File: config.mk
export PLATFORM = sky130hd
export DESIGN_NAME = dss_front
export DESIGN_NICKNAME = d
export VERILOG_FILES = /design/src/sv/dss_pkg.sv /design/src/sv/dss_front.sv
export SDC_FILE = /design/constraint.sdc
export NUM_CORES = 1
export LEC_CHECK = 0
export BUFFER_PORTS_ARGS = -buffer_cell sky130_fd_sc_hd__buf_4
export CORE_MARGIN = 5
export CORE_UTILIZATION = 40
export CTS_CLUSTER_DIAMETER = 40
export DETAILED_ROUTE_END_ITERATION = 7
export GPL_TIMING_DRIVEN = 0
export PLACE_DENSITY = 0.73
export SYNTH_ARGS = -nofsm -noshare
export SYNTH_HDL_FRONTEND = slang
export SYNTH_SLANG_ARGS = --single-unit
File: constraint.sdc
create_clock -name clk_i -period 2 [get_ports clk_i]
set_input_delay 0.5 -clock clk_i [delete_from_list [all_inputs] [get_ports clk_i]]
set_output_delay 0.5 -clock clk_i [all_outputs]
set_load 0.02 [all_outputs]
File: src/sv/dss_pkg.sv
`timescale 1ns / 1ps
package dss_pkg;
  localparam logic [2:0] KIND_TICK    = 3'd0;
  localparam logic [2:0] KIND_RECORD  = 3'd1;
  localparam logic [2:0] KIND_DELETE  = 3'd2;
  localparam logic [2:0] KIND_CLEAR   = 3'd3;
  localparam logic [2:0] KIND_PENDING = 3'd4;

  localparam logic [1:0] ST_DONE    = 2'd0;
  localparam logic [1:0] ST_IGNORED = 2'd1;
  localparam logic [1:0] ST_BAD     = 2'd2;
  localparam logic [1:0] ST_FULL    = 2'd3;

  localparam logic [2:0] REG_PLAY   = 3'd0;
  localparam logic [2:0] REG_REC    = 3'd1;
  localparam logic [2:0] REG_BARS   = 3'd2;
  localparam logic [2:0] REG_STEPS  = 3'd3;
  localparam logic [2:0] REG_MERGE  = 3'd4;

  typedef struct packed {
    logic [2:0] kind;
    logic [3:0] sound;
    logic [2:0] bar_sel;
    logic [5:0] step_sel;
  } cmd_t;

  typedef struct packed {
    logic [15:0] trigger_mask;
    logic [2:0]  played_bar;
    logic [5:0]  played_step;
    logic        changed;
    logic [1:0]  status;
  } res_t;
endpackage

File: src/sv/dss_front.sv
`timescale 1ns / 1ps
module dss_front #(
  parameter int Depth = 2
) (
  input  logic           clk_i,
  input  logic           rst_ni,
  input  logic           in_valid_i,
  output logic           in_ready_o,
  input  dss_pkg::cmd_t  in_cmd_i,
  output logic           cmd_valid_o,
  input  logic           cmd_ready_i,
  output dss_pkg::cmd_t  cmd_o
);
  localparam int AW = (Depth > 1) ? $clog2(Depth) : 1;
  dss_pkg::cmd_t fifo_q [Depth];
  logic [AW-1:0] rd_q, rd_d, wr_q, wr_d;
  logic [AW:0]   cnt_q, cnt_d;
  logic push, pop;

  assign in_ready_o  = (cnt_q != (AW+1)'(Depth));
  assign cmd_valid_o = (cnt_q != '0);
  assign cmd_o       = fifo_q[rd_q];
  assign push = in_valid_i & in_ready_o;
  assign pop  = cmd_valid_o & cmd_ready_i;

  always_comb begin
    rd_d = rd_q;
    wr_d = wr_q;
    if (pop)  rd_d = (rd_q == AW'(Depth-1)) ? '0 : rd_q + 1'b1;
    if (push) wr_d = (wr_q == AW'(Depth-1)) ? '0 : wr_q + 1'b1;
    cnt_d = cnt_q + (AW+1)'(push) - (AW+1)'(pop);
  end

  always_ff @(posedge clk_i) begin
    if (push) fifo_q[wr_q] <= in_cmd_i;
  end

  always_ff @(posedge clk_i or negedge rst_ni) begin
    if (!rst_ni) begin
      rd_q <= '0;
      wr_q <= '0;
      cnt_q <= '0;
    end else begin
      rd_q <= rd_d;
      wr_q <= wr_d;
      cnt_q <= cnt_d;
    end
  end
endmodule

# Word-level counts from Yosys, hierarchy flattened
# Memory sizes are Yosys's and may differ from the RTL's.
# Index checks and enable logic that the tools add are counted.
# Widths: inputs -> output; s select.
# totals
reg_bits	4
latch_bits	0
ramBits	32
romBits	0
inputBits	20
output_inout_bits	18
word_cells	16
mem_count	1
# classes
n_addsub	4
multipliers	0
n_div	0
magnitude_cmp	0
n_eq_ne	1
n_shift	0
muxes	4
bitwise	2
n_reduce_logical	1
# mem_list
name	depth	word_bits	read_ports	rd_clocked_by_memory_dff	wr	line_no	rtl
fifo_q	2	16	1	0	1	dss_front.sv:15	dss_pkg::cmd_t fifo_q [Depth];
# ops
cell	n
$mux 1	4
$add 1x1->1 const B	2
$add 2x1->2	1
$and 1x1->1	2
$ne 2x2->1 const B	1
$reduce_bool 2->1	1
$sub 2x1->2	1

# Longest topological paths before layout
# Gate-level depths: netlist of run 1.
# depth
depth_word	4
depth_mapped	5
mapped_depth_nobuf	5

# Worst setup path before layout of run 1
# OpenSTA, ideal clock, no wires.
# synth_path
path_type	register to register
start	register cnt_q[0]
end	memory fifo_q[0][0] in the netlist's numbering, enable pin
setup_ns	0.388
arrival_ns	1.499
t_required_ns	1.612
slack_ns	0.113
path_stages_with_launch	4
cell_sequence	dfrtp_1 -> nand2b_1 -> nand2_1 -> nor2_1
# synth_via
elab_chain_cells	4
# synth_lines
item	line_no	rtl
start, declared	dss_front.sv:17	logic [AW:0] cnt_q, cnt_d;
start signal, assigned	dss_front.sv:46	cnt_q <= cnt_d;
$ne 2x2->1	dss_front.sv:20	assign in_ready_o = (cnt_q != (AW+1)'(Depth));
net in_ready_o	dss_front.sv:8	output logic in_ready_o,
$and 1x1->1	dss_front.sv:23	assign push = in_valid_i & in_ready_o;
$mux 1	dss_front.sv:35	if (push) fifo_q[wr_q] <= in_cmd_i;
$mux 1 (not written as such)	dss_front.sv:35	
end, declared	dss_front.sv:15	
# The timed path passes the listed nets, and every way through them passes these cells.

==> reports/metrics.cfg, run 1 <==
[sta]
fin_crit_sh=0.948
setup_tns_ps=0
hold_viol_final=0
period_needed_ps=1900
setup_viol=0
fin_skew_ps=7.64
relSlewSlack=0.455
whs_ps=355
setup_ws_ps=103
tightest_slew_ps=817
final_max_slew_viol_count=0
rsz0062_at_grt=no
max_freq_mhz=527

[detailed_routing]
vias=750
dr.pass1.iters=4
drt.antenna.violating_nets=0
wl_mm=2.35
drt_iter0_drc=24
wl_per_cell_um=14.4
drc=0
vias_per_cell=4.60

[layout]
num-nets-final=137
area_growth_syn_to_layout_pct=30.1
drive_above_1_share=0.521
stdcell_area_mm2=0.00179
postLayoutCoreUtil=0.537
instances_no_fill=163
diodes=0

[global_routing]
grt_pass1_vias=809
grt_max_degree=17
grt_pass1_wl_mm=3.56
grt-ovfl-total=0
grtUsageTotal=0.111
antenna_found_initial=0

[power_and_ir_drop]
p_leak_nw=0.681
p_int_mw=1.68
vdd_drop_max_uv=592
seqPwrFrac=0.446
p_per_area_mw_per_mm2=1400
total_power_mw=2.50
p_clk_frac=0.138
swShare=0.329
p_switching_mw=0.824
p_comb_frac=0.417

[die]
die_h_um=68.7
start_util=0.412
dieArea_mm2=0.00471
ioPinCount=38
num_rows=21
die_w_um=68.7
coreArea_mm2=0.00334

[place]
dp_slack_ps=-180
dp.cells=155
gp_congestion=0.692
numPortBuffers=37
hpwl_mm=1.69
place_area_mm2=0.00171

[clock_network]
clock_sinks=36
cts_root_buf=clkbuf_4
cts_tree=built
cts_inserted_buffers=5
cts_setup_buffers=0
cts.clk_slew.worst_paths_ps=100
h-tree-depth=2
cts_max_path_buffers=2
clock_latency_ps=320

[synthesis]
synth_cell_types=18
synth_area_mm2=0.00138
avgSynthCellArea_um2=19.1
synth_area_leaders=edfxtp_1 (70%), mux2_2 (13%), dfrtp_1 (7.3%), xnor2_1 (1.9%), ha_1 (0.91%)
yosys.area.top_type_share=0.698
yosysTopAreaCell=edfxtp_1
yosys_warnings=0
async_reset_ff_frac=0.111
ys_seq_area_frac=0.771
synth_ff_type=edfxtp_1
synth_enable_flop_cells=32
synth-seq-cells=36
yosysMostFrequentCell=edfxtp_1
netlist_top_cells_count=edfxtp_1 (32), mux2_2 (16), dfrtp_1 (4)
syn-num-nets=93
syn_inst=72

[flow_run]
maxCapViolCount=0

[worst_setup_path]
worstSetupPathType=reg -> out
critPathMaxFanout=17
reg2reg_slack_ps=270
reg2regPathDepth=3
arrival_ps=1400
end_kind=output port
worstSetupEndpoint=cmd_o[9]
start_kind=register
required_ps=1500
r2r_start=cnt_q[0]$_DFF_PN0_
r2r-end=fifo_q[0][13]$_DFFE_PP_
crit_start=rd_q$_DFFE_PN0P_

[worst_hold_path]
hold_path_class=in -> reg

[run_status]
outcome=complete, no violations

worst min path at each step:
| stage | slack [ps] | end | startpoint | cells after the start |
|---|---|---|---|---|
| final | 360 | fifo_q[0][0]$_DFFE_PP_ | in_cmd_i[0] | 1 |
| after floorplan | 200 | cnt_q[0]$_DFF_PN0_ | rst_ni | 0 |
| after detailed placement | 300 | cnt_q[0]$_DFF_PN0_ | rst_ni | 1 |
| after global routing | 330 | fifo_q[0][9]$_DFFE_PP_ | in_cmd_i[9] | 1 |
| after global placement | 300 | cnt_q[1]$_DFF_PN0_ | rst_ni | 1 |
| after CTS | 330 | fifo_q[0][0]$_DFFE_PP_ | in_cmd_i[0] | 1 |
cell type report:
| class | instances | area (um^2) |
|---|---|---|
| Clock inverter | 1 | 3.75 |
| Multi-Input combinational cell | 34 | 302 |
| Timing Repair Buffer | 38 | 310 |
| Buffer | 1 | 11.3 |
| Clock buffer | 7 | 45.0 |
| Sequential cell | 36 | 1060 |
| Fill cell | 298 | 1550 |
| Tap cell | 46 | 57.6 |
flip-flops by register name, summed over array words and instances (netlist names):
register and cells:
fifo_q 32, wr_q 1, rd_q 1, cnt_q 2
kinds of logic after synthesis:
| family | share of synthesized area |
|---|---|
| DFF | 0.771 |
| muxes | 0.131 |
| and+or+nand+nor | 0.0355 |
| AOI/OAI and AO/OA | 0.0227 |
| xor gates and xnor gates | 0.0191 |
| buffers and inverters | 0.0118 |
| adders and majority gates | 0.00909 |
cells in the final DEF (no fill, tap or decap), types with 2 or more instances in the layout:
master / netlist / final
clkbuf_1: 0 / 2
mux2_2: 16 / 16
nand2_1: 2 / 2
dfrtp_1: 4 / 4
nor2_1: 3 / 2
buf_6: 1 / 7
edfxtp_1: 32 / 32
xnor2_1: 3 / 3
buf_4: 0 / 31
clkbuf_4: 0 / 5
layer usage:
layer,global-route usage,share of wire
met2,0.195,0.55
met3,0.0502,0.057
met1,0.113,0.38
met4,0.0447,0.011
met5,0,0
worst max-delay path: stages (launching register included):
cell and delay [ps]:
dfrtp_1 360, buf_6 200, mux2_2 360, buf_4 160
power groups by stage:
stage / clock, mW / sequential, mW / combinational [mW]
final: 0.345 / 1.11 / 1.04
after global routing: 0.391 / 1.14 / 1.13
after CTS: 0.360 / 1.12 / 1.11
after detailed placement: 0 / 1.13 / 1.03
after global placement: 0 / 1.11 / 1.01
after floorplan: 0 / 1.10 / 0.658
what timing repair did:
action                                  in CTS  in global routing
hold buffers                                 1                  0
endpoints found under the setup margin      25                  9
gates resized for setup                     10                  0
hold endpoints to repair                     4                  0
(Power assumes the default switching activity.)
==> inputs of run 2 (changes only) <==
--- a/config.mk
+++ b/config.mk
@@ -7,11 +7,12 @@
 export LEC_CHECK = 0
 export BUFFER_PORTS_ARGS = -buffer_cell sky130_fd_sc_hd__buf_4
 export CORE_MARGIN = 5
-export CORE_UTILIZATION = 40
+export CORE_UTILIZATION = 53
+export CTS_BUF_LIST = sky130_fd_sc_hd__clkbuf_4
 export CTS_CLUSTER_DIAMETER = 40
 export DETAILED_ROUTE_END_ITERATION = 7
 export GPL_TIMING_DRIVEN = 0
-export PLACE_DENSITY = 0.73
+export PLACE_DENSITY = 0.9
 export SYNTH_ARGS = -nofsm -noshare
 export SYNTH_HDL_FRONTEND = slang
 export SYNTH_SLANG_ARGS = --single-unit
==> run 2 against run 1 <==
Register-to-register slack got worse by 20 ps; core utilization grew 17 points; sequential share of layout area increased by 1.5 points; critical path depth unchanged; clock power is 3% higher.
==> reports/metrics.cfg, run 2 (synthesis results as in run 1) <==
[worst_setup_path]
cpMostUsedCell=buf_4
worstSetupPathType=reg -> out
worst-path-buf-inv=2
slowest_delay_ps=370
start_kind=register
worstPathCellList=buf_4, mux2_2, buf_4
end_kind=output port
arrival_ps=1420
required_ps=1500
slowest_stage=mux2_2
critPathMaxFanout=17
path_delay_family=buffers and inverters

[power_and_ir_drop]
p_clk_frac=0.144
seqPwrFrac=0.452
p_per_area_mw_per_mm2=1410
p_comb_frac=0.404
p_int_mw=1.65
swShare=0.331
p_leak_nw=0.676
p_switching_mw=0.813
vdd_drop_max_uv=1190

[detailed_routing]
wl_per_cell_um=15.8
drt_iter0_drc=8
drc=0
vias=757
wl_mm=2.30
drt.antenna.violating_nets=0
dr.pass1.iters=4
vias_per_cell=5.18

[layout]
final.fill_count=161
diodes=0
area_growth_syn_to_layout_pct=26.8
instances_no_fill=146
drive_above_1_share=0.543
top_register=fifo_q
largest_reg_flops=32
final_common_cell=buf_4
num-nets-final=137
final_cell_mix=buf_4 (38), edfxtp_1 (32), mux2_2 (16)
postLayoutCoreUtil=0.705
largestRegisters=fifo_q (32), cnt_q (2)

[sta]
fin_crit_sh=0.961
period_needed_ps=1920
relSlewSlack=0.458
tightest_slew_ps=813
final_max_slew_viol_count=0
rsz0062_at_grt=no
hold_viol_final=0
setup_tns_ps=0
setup_viol=0
fin_skew_ps=1.76
max_freq_mhz=520

[clock_network]
cts.clk_slew.worst_paths_ps=90
cts_tree=built
cts_setup_buffers=0
cts_max_path_buffers=2
cts_inserted_buffers=5
cts_root_buf=clkbuf_4
h-tree-depth=2
clock_sinks=36
clock_latency_ps=320

[place]
dp.cells=139
hpwl_mm=1.64
numPortBuffers=37
gp_congestion=0.706

[die]
num_rows=18
start_util=0.556
die_w_um=61.0
coreArea_mm2=0.00248
ioPinCount=38
die_h_um=61.0
dieArea_mm2=0.00372

[run_status]
outcome=complete, no violations

[global_routing]
grt_pass1_vias=743
grtUsageTotal=0.137
grt-ovfl-total=0
antenna_found_initial=0
grt_pass1_wl_mm=3.52
grt_max_degree=18

[flow_run]
maxCapViolCount=0

[worst_hold_path]
hold_path_class=in -> reg

## run 2: worst paths after layout
path,end,slack [ps],cells after the start,start
worst min-delay path,fifo_q[0][14]$_DFFE_PP_,360,1,in_cmd_i[14]
max in group asynchronous,cnt_q[1]$_DFF_PN0_,1390,2,rst_ni
worst max-delay path,cmd_o[9],80,3,rd_q$_DFFE_PN0P_
worst max register to register,fifo_q[0][11]$_DFFE_PP_,250,3,cnt_q[0]$_DFF_PN0_
min in group asynchronous,wr_q$_DFFE_PN0P_,510,2,rst_ni
worst min register to register,wr_q$_DFFE_PN0P_,540,1,wr_q$_DFFE_PN0P_
## run 2: layer usage
| layer | global-route usage | wire length (um) | share of wire | vias up |
|---|---|---|---|---|
| met5 | 0 | 0 | 0 | - |
| met4 | 0.0557 | 45 | 0.020 | 0 |
| met3 | 0.0489 | 160 | 0.070 | 7 |
| met2 | 0.220 | 1180 | 0.51 | 25 |
| met1 | 0.168 | 919 | 0.40 | 362 |
| li1 | - | - | - | 363 |
## run 2: cell type report
type	instances	area, um^2	area share
Sequential cell	36	1060	0.608
Multi-Input combinational cell	34	302	0.173
Timing Repair Buffer	38	288	0.165
Clock buffer	6	45.0	0.0258
Tap cell	30	37.5	0.0215
Buffer	1	7.51	0.00430
Clock inverter	1	5.00	0.00287
## run 2: power by group through the flow
stage / combinational (mW) / clock [mW] / sequential [mW]
6_report: 0.994 / 0.354 / 1.11
5_1_grt: 1.07 / 0.402 / 1.13
3_3_place_gp: 0.996 / 0 / 1.11
2_1_floorplan: 0.658 / 0 / 1.10
4_1_cts: 1.01 / 0.368 / 1.11
3_5_place_dp: 1.02 / 0 / 1.13
## run 2: worst reg2reg max path, cell delays in order (launching register included)
cell,delay (ps)
dfrtp_1,450
nand2b_1,190
nand2_1,110
nor2_2,630
## run 2: per-stage QoR
| stage | setup WS, ps | hold slack, ps | power (mW) | area, um^2 |
|---|---|---|---|---|
| after global routing | 1.39 | 332 | 2.60 | 1750 |
| after detailed placement | -141 | 301 | 2.15 | 1690 |
| after CTS | 49.0 | 343 | 2.49 | 1750 |
| final | 78.0 | 357 | 2.46 | 1750 |
| after floorplan | 113 | 204 | 1.76 | 1380 |
| after global placement | -75.9 | 297 | 2.11 | 1690 |
## run 2: what timing repair did
action,CTS,global route
setup endpoints to repair,25,0
endpoints found under the hold margin,4,0
resized for setup,2,0
hold buffers,1,0
